## src/assert_macros.svh

```systemverilog
// Assertion macros shared by the parser RTL.
`ifndef ASSERT_MACROS_SVH
`define ASSERT_MACROS_SVH

// Same-cycle implication, clocked on clock and held off during reset.
`define SPCF_ASSERT_IMP(lbl, ante, cons, msg) \
   lbl: assert property (@(posedge clock) disable iff (reset) (ante) |-> (cons)) else $error(msg);

// Next-cycle implication, clocked on clock and held off during reset.
`define SPCF_ASSERT_NXT(lbl, ante, cons, msg) \
   lbl: assert property (@(posedge clock) disable iff (reset) (ante) |=> (cons)) else $error(msg);

`endif

```

## src/spcf_pkg.sv

```systemverilog
// Types and constants of the prefixed command frame parser.
`timescale 1ns / 1ps
package spcf_pkg;

   localparam logic [2:0] KIND_DATA    = 3'd0;
   localparam logic [2:0] KIND_END     = 3'd1;
   localparam logic [2:0] KIND_POP     = 3'd2;
   localparam logic [2:0] KIND_READ    = 3'd3;
   localparam logic [2:0] KIND_RELEASE = 3'd4;

   localparam logic [1:0] RES_SUMMARY = 2'd0;
   localparam logic [1:0] RES_COMMAND = 2'd1;
   localparam logic [1:0] RES_STAGED  = 2'd2;

   localparam logic [7:0] SYNC_BYTE  = 8'hCC;
   localparam logic [7:0] CMD_BYTE   = 8'hDD;
   localparam logic [7:0] SUB_BYTE   = 8'hDE;
   localparam logic [7:0] SUB_GROUPS = 8'h20;
   localparam logic [7:0] SUB_BLOCKS = 8'h21;

   localparam int CMD_FRAME_LEN = 9;
   localparam int SUB_OVERHEAD  = 7;
   // Reciprocal of six scaled by 2^18, exact for 16-bit lengths.
   localparam logic [15:0] RECIP_SIX = 16'hAAAB;

   typedef enum logic [3:0] {
      ST_IDLE,
      ST_WSTART,
      ST_WHDR,
      ST_WEVAL,
      ST_WSUM,
      ST_WCOPY,
      ST_WDONE,
      ST_POP,
      ST_RDWAIT,
      ST_RDOUT
   } state_type;

   typedef struct packed {
      logic [1:0]  result_kind;
      logic [7:0]  cmd_id;
      logic [7:0]  cmd_index;
      logic [31:0] cmd_value;
      logic        queue_empty;
      logic [4:0]  frames_queued;
      logic [31:0] drops_total;
      logic        subscribe_staged;
      logic [8:0]  subscribe_length;
      logic [7:0]  staged_byte;
   } rsp_type;

endpackage

```

## src/spcf_if.sv

```systemverilog
// Handshake interfaces of the request and response channels.
`timescale 1ns / 1ps
interface spcf_req_if;
   logic       valid;
   logic       ready;
   logic [2:0] kind;
   logic [7:0] data_byte;
   logic [7:0] read_index;
   modport source (output valid, kind, data_byte, read_index, input ready);
   modport sink (input valid, kind, data_byte, read_index, output ready);
endinterface

interface spcf_rsp_if;
   logic        valid;
   logic        ready;
   logic [1:0]  result_kind;
   logic [7:0]  cmd_id;
   logic [7:0]  cmd_index;
   logic [31:0] cmd_value;
   logic        queue_empty;
   logic [4:0]  frames_queued;
   logic [31:0] drops_total;
   logic        subscribe_staged;
   logic [8:0]  subscribe_length;
   logic [7:0]  staged_byte;
   modport source (output valid, result_kind, cmd_id, cmd_index, cmd_value, queue_empty,
                   frames_queued, drops_total, subscribe_staged, subscribe_length,
                   staged_byte, input ready);
   modport sink (input valid, result_kind, cmd_id, cmd_index, cmd_value, queue_empty,
                 frames_queued, drops_total, subscribe_staged, subscribe_length,
                 staged_byte, output ready);
endinterface

```

## src/sync_prefixed_command_frame_parser.sv

```systemverilog
// Top level of the prefixed command frame parser with its walk sequencer.
//
//   channel   ports      direction  carries
//   request   req_chan   in         kind, data_byte, read_index
//   response  rsp_chan   out        one result beat per end, pop or read
//   control   csr_*      in         subscribe enable
//
// A data byte or release beat is taken in idle; a pop passes through the pop state,
// a staged read through the read wait and read out states. The end-of-burst walk
// reads the single mailbox port one byte at a time: nine bytes per header position, plus a
// check pass over each well-formed subscribe frame that fits and a copy pass when it is staged.
// Reset is synchronous; the mailbox, queue and stage memories are not cleared.
// A result waits in the output register; the block stalls only to load it.
`timescale 1ns / 1ps
`include "assert_macros.svh"
module sync_prefixed_command_frame_parser #(
   parameter int MAILBOX_DEPTH = 256,
   parameter int STAGE_DEPTH   = 256,
   parameter int QUEUE_DEPTH   = 16
) (
   input  logic              clock,
   input  logic              reset,
   spcf_req_if.sink          req_chan,
   spcf_rsp_if.source        rsp_chan,
   input  logic              csr_we,
   input  logic              csr_wdata
);

   localparam int MAW = $clog2(MAILBOX_DEPTH);
   localparam int CW  = $clog2(MAILBOX_DEPTH + 1);
   localparam int SAW = $clog2(STAGE_DEPTH);
   localparam int SW  = $clog2(STAGE_DEPTH + 1);
   localparam int QW  = $clog2(QUEUE_DEPTH);
   localparam int PW  = ((CW > SW) ? CW : SW) + 1;
   localparam int CMD_HDR_N = spcf_pkg::CMD_FRAME_LEN;

   spcf_pkg::state_type state_ff, state_in;

   logic [CW-1:0]  count_ff, count_in;
   logic [CW-1:0]  pos_ff, pos_in;
   logic [SW-1:0]  k_ff, k_in;
   logic           phase_ff, phase_in;
   logic [7:0]     hdr_ff [CMD_HDR_N];
   logic [7:0]     hdr_in [CMD_HDR_N];
   logic [SW-1:0]  flen_ff, flen_in;
   logic [7:0]     x_ff, x_in;
   logic [QW-1:0]  head_ff, head_in, tail_ff, tail_in;
   logic [31:0]    drops_ff, drops_in;
   logic [4:0]     queued_ff, queued_in;
   logic [SW-1:0]  st_len_ff, st_len_in;
   logic           pend_ff, pend_in;
   logic           sub_en_ff;
   logic [SAW-1:0] st_raddr_ff, st_raddr_in;
   logic           st_rok_ff, st_rok_in;
   logic           rsp_valid_ff, rsp_valid_in;
   spcf_pkg::rsp_type rsp_ff, rsp_in;

   logic [7:0]  mb_mem [MAILBOX_DEPTH];
   logic [7:0]  mb_q_ff;
   logic [47:0] q_mem [QUEUE_DEPTH];
   logic [47:0] q_q_ff;
   logic [7:0]  st_mem [STAGE_DEPTH];
   logic [7:0]  st_q_ff;

   logic           accept, out_free, out_ld, mb_we, q_we, st_we;
   logic [MAW-1:0] mb_raddr;
   logic [15:0]    plen;
   logic [31:0]    prod;
   logic [15:0]    r6;
   logic           ok21, ok6, len_small, sub_ok, is_sub, is_cmd, cmd_ok, fits, full;
   logic [16:0]    flen17;
   logic [SW-1:0]  flen_w;
   logic [QW-1:0]  head_nxt, tail_nxt;
   logic [7:0]     cmd_x;
   logic           last_byte;

   assign accept   = req_chan.valid && req_chan.ready;
   assign out_free = !rsp_valid_ff || rsp_chan.ready;
   assign mb_raddr = MAW'(PW'(pos_ff) + PW'(k_ff));

   assign plen      = {hdr_ff[3], hdr_ff[4]};
   assign prod      = 32'(plen) * 32'(spcf_pkg::RECIP_SIX);
   assign r6        = plen - 16'(prod[31:18] * 14'd6);
   assign ok6       = (r6 == 16'd0);
   assign ok21      = (plen >= 16'd3) && ((plen[2:0] - 3'd3) == 3'd0);
   assign len_small = (17'(plen) <= 17'(STAGE_DEPTH - spcf_pkg::SUB_OVERHEAD));
   assign sub_ok    = len_small && (((hdr_ff[2] == spcf_pkg::SUB_BLOCKS) && ok21) ||
                                    ((hdr_ff[2] == spcf_pkg::SUB_GROUPS) && ok6));
   assign flen17    = 17'(plen) + 17'(spcf_pkg::SUB_OVERHEAD);
   assign flen_w    = SW'(flen17);
   assign fits      = (PW'(pos_ff) + PW'(flen_w)) <= PW'(count_ff);
   assign is_sub    = sub_en_ff && (hdr_ff[0] == spcf_pkg::SYNC_BYTE) &&
                      (hdr_ff[1] == spcf_pkg::SUB_BYTE);
   assign is_cmd    = (hdr_ff[0] == spcf_pkg::SYNC_BYTE) && (hdr_ff[1] == spcf_pkg::CMD_BYTE);
   assign cmd_x     = hdr_ff[2] ^ hdr_ff[3] ^ hdr_ff[4] ^ hdr_ff[5] ^ hdr_ff[6] ^ hdr_ff[7];
   assign cmd_ok    = (cmd_x == hdr_ff[8]);
   assign head_nxt  = (head_ff == QW'(QUEUE_DEPTH - 1)) ? '0 : head_ff + 1'b1;
   assign tail_nxt  = (tail_ff == QW'(QUEUE_DEPTH - 1)) ? '0 : tail_ff + 1'b1;
   assign full      = (head_nxt == tail_ff);
   assign last_byte = (k_ff == flen_ff - 1'b1);

   always_comb begin
      state_in = state_ff;
      unique case (state_ff)
         spcf_pkg::ST_IDLE: begin
            if (accept && req_chan.kind == spcf_pkg::KIND_END) state_in = spcf_pkg::ST_WSTART;
            if (accept && req_chan.kind == spcf_pkg::KIND_POP) state_in = spcf_pkg::ST_POP;
            if (accept && req_chan.kind == spcf_pkg::KIND_READ) state_in = spcf_pkg::ST_RDWAIT;
         end
         spcf_pkg::ST_WSTART: begin
            if ((PW'(pos_ff) + PW'(CMD_HDR_N)) > PW'(count_ff)) state_in = spcf_pkg::ST_WDONE;
            else state_in = spcf_pkg::ST_WHDR;
         end
         spcf_pkg::ST_WHDR: begin
            if (phase_ff && k_ff == SW'(CMD_HDR_N - 1)) state_in = spcf_pkg::ST_WEVAL;
         end
         spcf_pkg::ST_WEVAL: begin
            priority if (is_sub && sub_ok && !fits) state_in = spcf_pkg::ST_WDONE;
            else if (is_sub && sub_ok) state_in = spcf_pkg::ST_WSUM;
            else state_in = spcf_pkg::ST_WSTART;
         end
         spcf_pkg::ST_WSUM: begin
            if (phase_ff && last_byte) begin
               if ((x_ff == mb_q_ff) && !pend_ff) state_in = spcf_pkg::ST_WCOPY;
               else state_in = spcf_pkg::ST_WSTART;
            end
         end
         spcf_pkg::ST_WCOPY: begin
            if (phase_ff && last_byte) state_in = spcf_pkg::ST_WSTART;
         end
         spcf_pkg::ST_WDONE, spcf_pkg::ST_POP, spcf_pkg::ST_RDOUT: begin
            if (out_free) state_in = spcf_pkg::ST_IDLE;
         end
         spcf_pkg::ST_RDWAIT: state_in = spcf_pkg::ST_RDOUT;
         default: state_in = spcf_pkg::ST_IDLE;
      endcase
   end

   always_comb begin
      count_in    = count_ff;
      pos_in      = pos_ff;
      k_in        = k_ff;
      phase_in    = !phase_ff;
      hdr_in      = hdr_ff;
      flen_in     = flen_ff;
      x_in        = x_ff;
      head_in     = head_ff;
      tail_in     = tail_ff;
      drops_in    = drops_ff;
      queued_in   = queued_ff;
      st_len_in   = st_len_ff;
      pend_in     = pend_ff;
      st_raddr_in = st_raddr_ff;
      st_rok_in   = st_rok_ff;
      mb_we       = 1'b0;
      q_we        = 1'b0;
      st_we       = 1'b0;
      out_ld      = 1'b0;
      rsp_in      = '0;
      unique case (state_ff)
         spcf_pkg::ST_IDLE: begin
            if (accept) begin
               unique case (req_chan.kind)
                  spcf_pkg::KIND_DATA: begin
                     if (count_ff < CW'(MAILBOX_DEPTH)) begin
                        mb_we    = 1'b1;
                        count_in = count_ff + 1'b1;
                     end
                  end
                  spcf_pkg::KIND_END: begin
                     pos_in    = '0;
                     queued_in = '0;
                  end
                  spcf_pkg::KIND_READ: begin
                     st_raddr_in = SAW'(req_chan.read_index);
                     st_rok_in   = (32'(req_chan.read_index) < 32'(st_len_ff)) &&
                                   (32'(req_chan.read_index) < 32'(STAGE_DEPTH));
                  end
                  spcf_pkg::KIND_RELEASE: pend_in = 1'b0;
                  default: ;
               endcase
            end
         end
         spcf_pkg::ST_WSTART: begin
            k_in     = '0;
            phase_in = 1'b0;
         end
         spcf_pkg::ST_WHDR: begin
            if (phase_ff) begin
               hdr_in[k_ff[3:0]] = mb_q_ff;
               k_in              = k_ff + 1'b1;
            end
         end
         spcf_pkg::ST_WEVAL: begin
            priority if (is_sub) begin
               if (!sub_ok) pos_in = pos_ff + 1'b1;
               flen_in  = flen_w;
               k_in     = SW'(2);
               x_in     = '0;
               phase_in = 1'b0;
            end else if (is_cmd) begin
               if (cmd_ok && !full) begin
                  q_we      = 1'b1;
                  head_in   = head_nxt;
                  queued_in = queued_ff + 1'b1;
               end else if (cmd_ok) begin
                  drops_in = drops_ff + 32'd1;
               end
               pos_in = CW'(PW'(pos_ff) + PW'(CMD_HDR_N));
            end else begin
               pos_in = pos_ff + 1'b1;
            end
         end
         spcf_pkg::ST_WSUM: begin
            if (phase_ff) begin
               if (last_byte) begin
                  k_in = '0;
                  if (!((x_ff == mb_q_ff) && !pend_ff))
                     pos_in = CW'(PW'(pos_ff) + PW'(flen_ff));
               end else begin
                  x_in = x_ff ^ mb_q_ff;
                  k_in = k_ff + 1'b1;
               end
            end
         end
         spcf_pkg::ST_WCOPY: begin
            if (phase_ff) begin
               st_we = 1'b1;
               k_in  = k_ff + 1'b1;
               if (last_byte) begin
                  st_len_in = flen_ff;
                  pend_in   = 1'b1;
                  pos_in    = CW'(PW'(pos_ff) + PW'(flen_ff));
               end
            end
         end
         spcf_pkg::ST_WDONE: begin
            if (out_free) begin
               out_ld                  = 1'b1;
               count_in                = '0;
               rsp_in.result_kind      = spcf_pkg::RES_SUMMARY;
               rsp_in.frames_queued    = queued_ff;
               rsp_in.drops_total      = drops_ff;
               rsp_in.subscribe_staged = pend_ff;
               rsp_in.subscribe_length = 9'(st_len_ff);
            end
         end
         spcf_pkg::ST_POP: begin
            if (out_free) begin
               out_ld             = 1'b1;
               rsp_in.result_kind = spcf_pkg::RES_COMMAND;
               if (head_ff == tail_ff) begin
                  rsp_in.queue_empty = 1'b1;
               end else begin
                  rsp_in.cmd_id    = q_q_ff[7:0];
                  rsp_in.cmd_index = q_q_ff[15:8];
                  rsp_in.cmd_value = q_q_ff[47:16];
                  tail_in          = tail_nxt;
               end
            end
         end
         spcf_pkg::ST_RDOUT: begin
            if (out_free) begin
               out_ld             = 1'b1;
               rsp_in.result_kind = spcf_pkg::RES_STAGED;
               rsp_in.staged_byte = st_rok_ff ? st_q_ff : 8'd0;
            end
         end
         spcf_pkg::ST_RDWAIT: ;
         default: ;
      endcase
   end

   assign rsp_valid_in = out_ld || (rsp_valid_ff && !rsp_chan.ready);

   always_ff @(posedge clock) begin
      if (reset) begin
         state_ff     <= spcf_pkg::ST_IDLE;
         count_ff     <= '0;
         head_ff      <= '0;
         tail_ff      <= '0;
         drops_ff     <= '0;
         st_len_ff    <= '0;
         pend_ff      <= 1'b0;
         sub_en_ff    <= 1'b0;
         rsp_valid_ff <= 1'b0;
      end else begin
         state_ff     <= state_in;
         count_ff     <= count_in;
         head_ff      <= head_in;
         tail_ff      <= tail_in;
         drops_ff     <= drops_in;
         st_len_ff    <= st_len_in;
         pend_ff      <= pend_in;
         rsp_valid_ff <= rsp_valid_in;
         if (csr_we) sub_en_ff <= csr_wdata;
      end
   end

   always_ff @(posedge clock) begin
      pos_ff      <= pos_in;
      k_ff        <= k_in;
      phase_ff    <= phase_in;
      hdr_ff      <= hdr_in;
      flen_ff     <= flen_in;
      x_ff        <= x_in;
      queued_ff   <= queued_in;
      st_raddr_ff <= st_raddr_in;
      st_rok_ff   <= st_rok_in;
      if (out_ld) rsp_ff <= rsp_in;
   end

   always_ff @(posedge clock) begin
      if (mb_we) mb_mem[count_ff[MAW-1:0]] <= req_chan.data_byte;
      mb_q_ff <= mb_mem[mb_raddr];
   end

   always_ff @(posedge clock) begin
      if (q_we) q_mem[head_ff] <= {hdr_ff[7], hdr_ff[6], hdr_ff[5], hdr_ff[4],
                                   hdr_ff[3], hdr_ff[2]};
      q_q_ff <= q_mem[tail_ff];
   end

   always_ff @(posedge clock) begin
      if (st_we) st_mem[k_ff[SAW-1:0]] <= mb_q_ff;
      st_q_ff <= st_mem[st_raddr_ff];
   end

   assign req_chan.ready            = (state_ff == spcf_pkg::ST_IDLE);
   assign rsp_chan.valid            = rsp_valid_ff;
   assign rsp_chan.result_kind      = rsp_ff.result_kind;
   assign rsp_chan.cmd_id           = rsp_ff.cmd_id;
   assign rsp_chan.cmd_index        = rsp_ff.cmd_index;
   assign rsp_chan.cmd_value        = rsp_ff.cmd_value;
   assign rsp_chan.queue_empty      = rsp_ff.queue_empty;
   assign rsp_chan.frames_queued    = rsp_ff.frames_queued;
   assign rsp_chan.drops_total      = rsp_ff.drops_total;
   assign rsp_chan.subscribe_staged = rsp_ff.subscribe_staged;
   assign rsp_chan.subscribe_length = rsp_ff.subscribe_length;
   assign rsp_chan.staged_byte      = rsp_ff.staged_byte;

   `SPCF_ASSERT_IMP(a_count_bound, 1'b1, count_ff <= CW'(MAILBOX_DEPTH), "mailbox count overflow")
   `SPCF_ASSERT_NXT(a_queue_not_wrapped, q_we, head_ff != tail_ff, "queue write overran tail")
   `SPCF_ASSERT_IMP(a_stage_free, st_we, !pend_ff, "stage written while pending")
   `SPCF_ASSERT_NXT(a_walk_clears, state_ff == spcf_pkg::ST_WDONE && out_ld, count_ff == '0,
                    "byte count not cleared after walk")

endmodule

```

## src/flat_wrapper.sv

```systemverilog
// flat-port wrapper written by rule: the top's interface ports become plain ports
module sync_prefixed_command_frame_parser_flat 
#(
   parameter int MAILBOX_DEPTH = 256,
   parameter int STAGE_DEPTH   = 256,
   parameter int QUEUE_DEPTH   = 16
)
  (clock, reset, csr_we, csr_wdata, req_chan_valid, req_chan_kind, req_chan_data_byte, req_chan_read_index, req_chan_ready, rsp_chan_valid, rsp_chan_result_kind, rsp_chan_cmd_id, rsp_chan_cmd_index, rsp_chan_cmd_value, rsp_chan_queue_empty, rsp_chan_frames_queued, rsp_chan_drops_total, rsp_chan_subscribe_staged, rsp_chan_subscribe_length, rsp_chan_staged_byte, rsp_chan_ready);
  spcf_req_if req_chan_i ();
  spcf_rsp_if rsp_chan_i ();
  input  logic clock;
  input  logic reset;
  input  logic csr_we;
  input  logic csr_wdata;
  input wire logic [$bits(req_chan_i.valid)-1:0] req_chan_valid;
  input wire logic [$bits(req_chan_i.kind)-1:0] req_chan_kind;
  input wire logic [$bits(req_chan_i.data_byte)-1:0] req_chan_data_byte;
  input wire logic [$bits(req_chan_i.read_index)-1:0] req_chan_read_index;
  output wire logic [$bits(req_chan_i.ready)-1:0] req_chan_ready;
  output wire logic [$bits(rsp_chan_i.valid)-1:0] rsp_chan_valid;
  output wire logic [$bits(rsp_chan_i.result_kind)-1:0] rsp_chan_result_kind;
  output wire logic [$bits(rsp_chan_i.cmd_id)-1:0] rsp_chan_cmd_id;
  output wire logic [$bits(rsp_chan_i.cmd_index)-1:0] rsp_chan_cmd_index;
  output wire logic [$bits(rsp_chan_i.cmd_value)-1:0] rsp_chan_cmd_value;
  output wire logic [$bits(rsp_chan_i.queue_empty)-1:0] rsp_chan_queue_empty;
  output wire logic [$bits(rsp_chan_i.frames_queued)-1:0] rsp_chan_frames_queued;
  output wire logic [$bits(rsp_chan_i.drops_total)-1:0] rsp_chan_drops_total;
  output wire logic [$bits(rsp_chan_i.subscribe_staged)-1:0] rsp_chan_subscribe_staged;
  output wire logic [$bits(rsp_chan_i.subscribe_length)-1:0] rsp_chan_subscribe_length;
  output wire logic [$bits(rsp_chan_i.staged_byte)-1:0] rsp_chan_staged_byte;
  input wire logic [$bits(rsp_chan_i.ready)-1:0] rsp_chan_ready;
  assign req_chan_i.valid = req_chan_valid;
  assign req_chan_i.kind = req_chan_kind;
  assign req_chan_i.data_byte = req_chan_data_byte;
  assign req_chan_i.read_index = req_chan_read_index;
  assign req_chan_ready = req_chan_i.ready;
  assign rsp_chan_valid = rsp_chan_i.valid;
  assign rsp_chan_result_kind = rsp_chan_i.result_kind;
  assign rsp_chan_cmd_id = rsp_chan_i.cmd_id;
  assign rsp_chan_cmd_index = rsp_chan_i.cmd_index;
  assign rsp_chan_cmd_value = rsp_chan_i.cmd_value;
  assign rsp_chan_queue_empty = rsp_chan_i.queue_empty;
  assign rsp_chan_frames_queued = rsp_chan_i.frames_queued;
  assign rsp_chan_drops_total = rsp_chan_i.drops_total;
  assign rsp_chan_subscribe_staged = rsp_chan_i.subscribe_staged;
  assign rsp_chan_subscribe_length = rsp_chan_i.subscribe_length;
  assign rsp_chan_staged_byte = rsp_chan_i.staged_byte;
  assign rsp_chan_i.ready = rsp_chan_ready;
  sync_prefixed_command_frame_parser #(.MAILBOX_DEPTH(MAILBOX_DEPTH), .STAGE_DEPTH(STAGE_DEPTH), .QUEUE_DEPTH(QUEUE_DEPTH)) u_core (.clock(clock), .reset(reset), .req_chan(req_chan_i), .rsp_chan(rsp_chan_i), .csr_we(csr_we), .csr_wdata(csr_wdata));
endmodule
```

## config.mk

```make
export PLATFORM = sky130hd
export DESIGN_NAME = sync_prefixed_command_frame_parser_flat
export DESIGN_NICKNAME = d
export VERILOG_FILES = /design/src/spcf_pkg.sv /design/src/spcf_if.sv /design/src/sync_prefixed_command_frame_parser.sv /design/src/flat_wrapper.sv
export VERILOG_INCLUDE_DIRS = /design/src /design/src/src
export SDC_FILE = /design/constraint.sdc
export NUM_CORES = 2
export LEC_CHECK = 0
export BUFFER_PORTS_ARGS = -buffer_cell sky130_fd_sc_hd__buf_2
export CORE_UTILIZATION = 55
export CTS_BUF_LIST = sky130_fd_sc_hd__clkbuf_4
export CTS_CLUSTER_DIAMETER = 200
export DETAILED_ROUTE_END_ITERATION = 10
export HOLD_SLACK_MARGIN = 0.03
export PLACE_DENSITY = 0.83
export SYNTH_ARGS = -nofsm -noshare
export SYNTH_HDL_FRONTEND = slang
export SYNTH_MEMORY_MAX_BITS = 65536
export SYNTH_SLANG_ARGS = --single-unit
```

## constraint.sdc

```tcl
create_clock -name clock -period 11.9 [get_ports clock]
set_input_delay 2.38 -clock clock [delete_from_list [all_inputs] [get_ports clock]]
set_output_delay 2.38 -clock clock [all_outputs]
set_load 0.01 [all_outputs]
```

; ---- Word level (Yosys, flattened, before mapping)
; Memories as Yosys holds them, arrays and structs flattened. A register that Yosys moved wholly into a read port is not among the register bits.
; Index checks and enable logic that the tools add are counted.
[totals]
inputBits = 25
wordCells = 261
out_inout_bits = 108
ram_bits = 4864
reg_bits = 293
memories = 3
[memory_table]
columns = memory, depth, word_bits, rd, rd_ports_with_merged_regs, write_ports, line_no
row1 = u_core.mb_mem, 256, 8, 1, 1, 1, sync_prefixed_command_frame_parser.sv:58  ; logic [7:0] mb_mem [MAILBOX_DEPTH];
row2 = u_core.st_mem, 256, 8, 1, 1, 1, sync_prefixed_command_frame_parser.sv:62  ; logic [7:0] st_mem [STAGE_DEPTH];
row3 = u_core.q_mem, 16, 48, 1, 1, 1, sync_prefixed_command_frame_parser.sv:60  ; logic [47:0] q_mem [QUEUE_DEPTH];
[op_classes]
bitwise_logic = 12
n_eq_ne = 49
n_mul = 2
n_reduce_logical = 58
order_cmp = 8
muxes = 78
addsub = 15
[ops]
columns = cell, n
row1 = $mux 9, 18
row2 = $bwmux 72, 1
row3 = $pmux 9 s4, 2
row4 = $mux 50, 1
row5 = $mux 48, 1
row6 = $xor 8x8->8, 6
row7 = $mux 4, 10
row8 = $add 32x1->32 const B, 1
row9 = $demux 8 s4, 1
row10 = $mul 16x16->32 const B, 1
row11 = $mux 8, 4
row12 = $pmux 4 s8, 1
row13 = $add 9x1->9 const B, 3
row14 = $ne 2x1->1 const B, 13
row15 = $mux 5, 5
row16 = $eq 8x8->1 const B, 3
row17 = $mux 1, 24
row18 = $reduce_and 5->1, 4
row19 = $logic_and 1x1->1, 19
row20 = $pmux 9 s2, 1
row21 = $eq 4x3->1 const B, 4
row22 = $eq 4x4->1 const B, 4
row23 = $eq 8x6->1 const B, 2
row24 = $eq 8x8->1, 2
row25 = other kinds (52), 91

; ---- Longest topological paths before layout
[logic_depth]
depth_word = 13
ltp_mapped = 43

; ---- Worst setup path after synthesis
; Ideal clock, no wire load.
[synth_timing]
path_type = flip-flop to flip-flop
startpoint = reg u_core.hdr_ff[35] in the netlist's numbering
endpoint = reg u_core.pos_ff[0] (enable)
setup_slack_ns = 2.767
required_ns = 11.513
arrival_ns = 8.746
path_stages_with_launch = 42
setup_ns = 0.387
path_cell_list = edfxtp_1 ha_1 xor2_1 ha_1 inv_1 fa_1 inv_1 fa_1 fa_1 inv_1 fa_1 inv_1 ha_1 nand4_1 or3_1 nand3b_1 a21o_1 nand2_1 [... 6 more ...] o21ai_0 a21boi_0 o21ai_0 a21oi_1 o21ai_0 a21oi_1 or4_1 o311ai_0 xor2_1 ha_1 inv_1 o21ai_0 xnor2_1 mux2i_1 xnor2_1 xnor2_1 o31ai_1 nor3_1
[synth_between]
elab_chain_len = 9
[synth_rtl]
columns = element, line_no
row1 = start: declaration, sync_prefixed_command_frame_parser.sv:43  ; logic [7:0] hdr_ff [CMD_HDR_N];
row2 = start signal: assignment, sync_prefixed_command_frame_parser.sv:304  ; hdr_ff <= hdr_in;
row3 = $mul 16x16->32, sync_prefixed_command_frame_parser.sv:82  ; assign prod = 32'(plen) * 32'(spcf_pkg::RECIP_SIX);
row4 = $mul 14x2->15, sync_prefixed_command_frame_parser.sv:83  ; assign r6 = plen - 16'(prod[31:18] * 14'd6);
row5 = $sub 16x16->16, sync_prefixed_command_frame_parser.sv:83
row6 = $logic_not 16->1, sync_prefixed_command_frame_parser.sv:84  ; assign ok6 = (r6 == 16'd0);
row7 = $logic_and 1x1->1, sync_prefixed_command_frame_parser.sv:88  ; ((hdr_ff[2] == spcf_pkg::SUB_GROUPS) && ok6));
row8 = $logic_or 1x1->1, sync_prefixed_command_frame_parser.sv:87  ; assign sub_ok = len_small && (((hdr_ff[2] == spcf_pkg::SUB_BLOCKS) && ok21) ||
row9 = $logic_and 1x1->1 *, sync_prefixed_command_frame_parser.sv:87
row10 = $ne 3x3->1 (no line) *, n/a
row11 = $reduce_and 9->1 (no line) *, n/a
row12 = end signal: assignment, sync_prefixed_command_frame_parser.sv:301  ; pos_ff <= pos_in;
row13 = end: declaration, sync_prefixed_command_frame_parser.sv:40  ; logic [CW-1:0] pos_ff, pos_in;
; Every way passes the cells marked *; elsewhere a longest branch is shown, timed or not.
; A chain may end at the register's enable or synchronous reset.

; ---- Final worst setup path
[layout_timing]
startpoint = reg u_core.hdr_ff[41] in the netlist's numbering
endpoint = reg u_core.pos_ff[3] (enable)
; The elaborated chain is that of the path after synthesis.

==> metrics.cfg <==
[drt]
routed_via_density = 6.52
drt_iter0_markers = 15200
drt_pass1_iterations = 6
wl_um = 519000
wl_per_cell_um = 31.5
drc = 0
ant_nets = 0
vias = 107000

[timing]
tightest_slew_ns = 1.46
worst_clock_skew_ns = 0.226
setup_viol = 0
fmax_ghz = 0.0928
fin_ws_ns = 1.12
hold_viol_final = 0
relSlewSlack_pct = 2.01
tns_ns = 0
whs_ns = 0.504
rsz0062_at_grt = no
min_period_ns = 10.78
layout_worst_path_cycle_share_pct = 90.6
drv_slew = 0

[worst_setup_path]
end_kind = flip-flop
critPathBufInv = 5
cp_top_family = adder cells
crit_type = reg -> reg
cpMaxStageDelayCell = nor3_1
critPathRequiredTime_ns = 13.08
crit_arrival_ns = 11.96
max_stage_delay_ns = 0.94
critPathMaxFanout = 9
critPathLaunchType = flip-flop

[power]
clkPwrFrac_pct = 26.7
power.share.switching_pct = 32.5
ir_worst_vdd_v = 0.000736
p_comb_share_pct = 33.3
power.internal_mw = 37.1
leakagePower_nw = 73.7
powerDensity_nw_per_um2 = 239
pwr-share-seq_pct = 40.0
p_sw_mw = 17.8

[synthesis]
synth-seq-cells = 5221
synth_cells = 9445
yosys-top-cells-count = 5091 x edfxtp_1, 1592 x mux4_2, 673 x nor2_1
async_reset_ff_share_pct = 0
synth_nets = 9781
ys_types = 77
synth.avg_cell_area_um2 = 22.0
yosys_warnings = 0
synth_most_common_cell = edfxtp_1
synth_seq_area_share_pct = 75.0
synth_mux_area_share_pct = 17.4
synth_area_leader_cell = edfxtp_1
synth_top_area_share_pct = 73.7
netlist_area_um2 = 207000
netlist_top_cells_area = edfxtp_1 74%, mux4_2 17%, ha_1 1.4%
synth-simple-area-share_pct = 2.52
synth_xor_area_share_pct = 0.843
synth_compound_area_share_pct = 0.754
synth_edf_count = 5091
ys.flop_type = edfxtp_1
synth_top_family_by_area = multiplexers
synthAdderAreaFrac_pct = 2.19

[cts]
ctsResizeCount = 0
path_clk_slew_ns = 0.07
clock-sinks = 5221
root_buffer = clkbuf_4
post_cts_buffers = 0
cts_tree = done
cts_buffers = 1320
htree_levels = 7
insertion_delay_ns = 1.69
clk_path_buf_depth = 5
cts.hold.buffers_added = 0

[flow_run]
max-cap-violations = 0

[die]
core_area_um2 = 375000
die_h_um = 616
start_util_pct = 55.3
die_x_um = 616
num_rows = 225
fp.dieArea_um2 = 379000
pin_count = 133

[grt]
grt_start_max_net_pins = 206
grt_pass1_vias = 111000
grt_pass1_wl_um = 751000
grt_overflow_total = 0
antenna_found_initial = 28
grt_usage_pct = 27.6

[finish]
fin_nets = 10900
syn_to_final_growth_pct = 10.9
fillers = 24000
drive_above_1_share_pct = 33.9

[placement]
pre_cts_ws_ns = 1.28
hpwl_um = 296000
gp_congestion = 0.861
numPortBuffers = 132

[min_path]
hold_path.class = reg -> reg

[outcome]
status = finished, final reports clean

## flip-flops by register name (all words and copies together), names as in the netlist, 5 cells and up
| signal | flops |
|---|---|
| u_core.rsp_chan.cmd_id | 8 |
| u_core.x_ff | 8 |
| u_core.queued_ff | 5 |
| u_core.mb_mem | 2048 |
| u_core.pos_ff | 9 |
| u_core.hdr_ff | 72 |
| u_core.st_len_ff | 9 |
| u_core.rsp_chan.cmd_index | 8 |
| u_core.count_ff | 9 |
| u_core.mb_q_ff | 8 |
| u_core.st_q_ff | 8 |
| u_core.rsp_chan.subscribe_length | 9 |
| u_core.q_q_ff | 48 |
| u_core.rsp_chan.drops_total | 32 |
| u_core.rsp_chan.cmd_value | 32 |
| u_core.drops_ff | 32 |
| u_core.k_ff | 9 |
| u_core.rsp_chan.staged_byte | 8 |
| u_core.rsp_chan.frames_queued | 5 |
| u_core.q_mem | 768 |
| u_core.st_raddr_ff | 8 |
| u_core.flen_ff | 9 |
| u_core.st_mem | 2048 |
## metal layers
layer / vias to the layer above / routed length [µm] / global-route usage [%]
li1: 42200 / - / -
met1: 54800 / 176000 / 34.9
met2: 8871 / 255000 / 44.1
met3: 1514 / 62500 / 7.65
met4: 20 / 25500 / 14.1
met5: - / 146 / 0
## worst paths after layout
path         slack [ns]               start                 end  cells after the start
max reg2reg        1.12   u_core.hdr_ff[41]    u_core.pos_ff[3]                     39
min reg2reg        0.50  u_core.drops_ff[8]  u_core.drops_ff[8]                      2
min                0.50  u_core.drops_ff[8]  u_core.drops_ff[8]                      2
max                1.12   u_core.hdr_ff[41]    u_core.pos_ff[3]                     39
## logic make-up (layout without fill, tap and decap cells)
kind of cell | after synthesis | count (layout)
mux | 1615 | 1615
fa+ha+maj | 312 | 312
flops | 5221 | 5221
compound gates | 257 | 257
buf+inv | 702 | 2696
simple gates | 1151 | 1151
xor+xnor | 187 | 187
other cells | 0 | 30
## stage by stage
step           cells  cell area [µm²]  utilization, %  power [mW]
4_1_cts        16400           230000            61.2        55.0
3_5_place_dp   14300           214000            57.0        40.4
3_3_place_gp   14300           214000            57.0        39.8
6_report       16500           230000            61.3        54.9
2_1_floorplan   9445           207000               -        34.5
5_1_grt        16500           230000            61.3        56.6
## power by group through the flow
| stage | Sequential [mW] | Combinational, mW | Clock [mW] |
|---|---|---|---|
| after detailed placement | 22.3 | 18.1 | 0 |
| after CTS | 21.9 | 18.2 | 14.8 |
| final | 22.0 | 18.3 | 14.7 |
| after global placement | 22.3 | 17.5 | 0 |
| after global routing | 22.0 | 18.9 | 15.7 |
| after floorplan | 22.9 | 11.7 | 0 |
## cell type report
| cell class | instances | area (µm²) | share of cell area, % |
|---|---|---|---|
| sequential | 5221 | 156000 | 67.6 |
| multi-input combinational | 3522 | 49400 | 21.5 |
| clock buffer | 1833 | 13800 | 5.99 |
| tap | 4994 | 6250 | 2.72 |
| timing repair buffer | 286 | 2040 | 0.886 |
| clock inverter | 349 | 1990 | 0.865 |
| inverter | 228 | 856 | 0.372 |
| antenna | 30 | 75.1 | 0.0327 |
## cells in the final DEF (no fill, tap or decap), drive strengths merged, types with 122 or more instances in the layout
cell type	netlist	layout
inv	227	249
dfxtp	130	130
clkbuf	313	1841
ha	227	227
edfxtp	5091	5091
clkinv	1	297
nor2	678	678
buf	161	278
mux4	1592	1592
nand2	122	122
## worst reg2reg max path, delay by kind of cell, from the launching register on
kind / cells / cell delay [ns]
compound gates: 11 / 1.85
xor+xnor: 5 / 0.98
fa+ha+maj: 9 / 3.73
buf+inv: 5 / 0.30
flops: 1 / 0.78
mux: 1 / 0.10
simple gates: 8 / 2.61
Power figures use the tool's default switching activity.
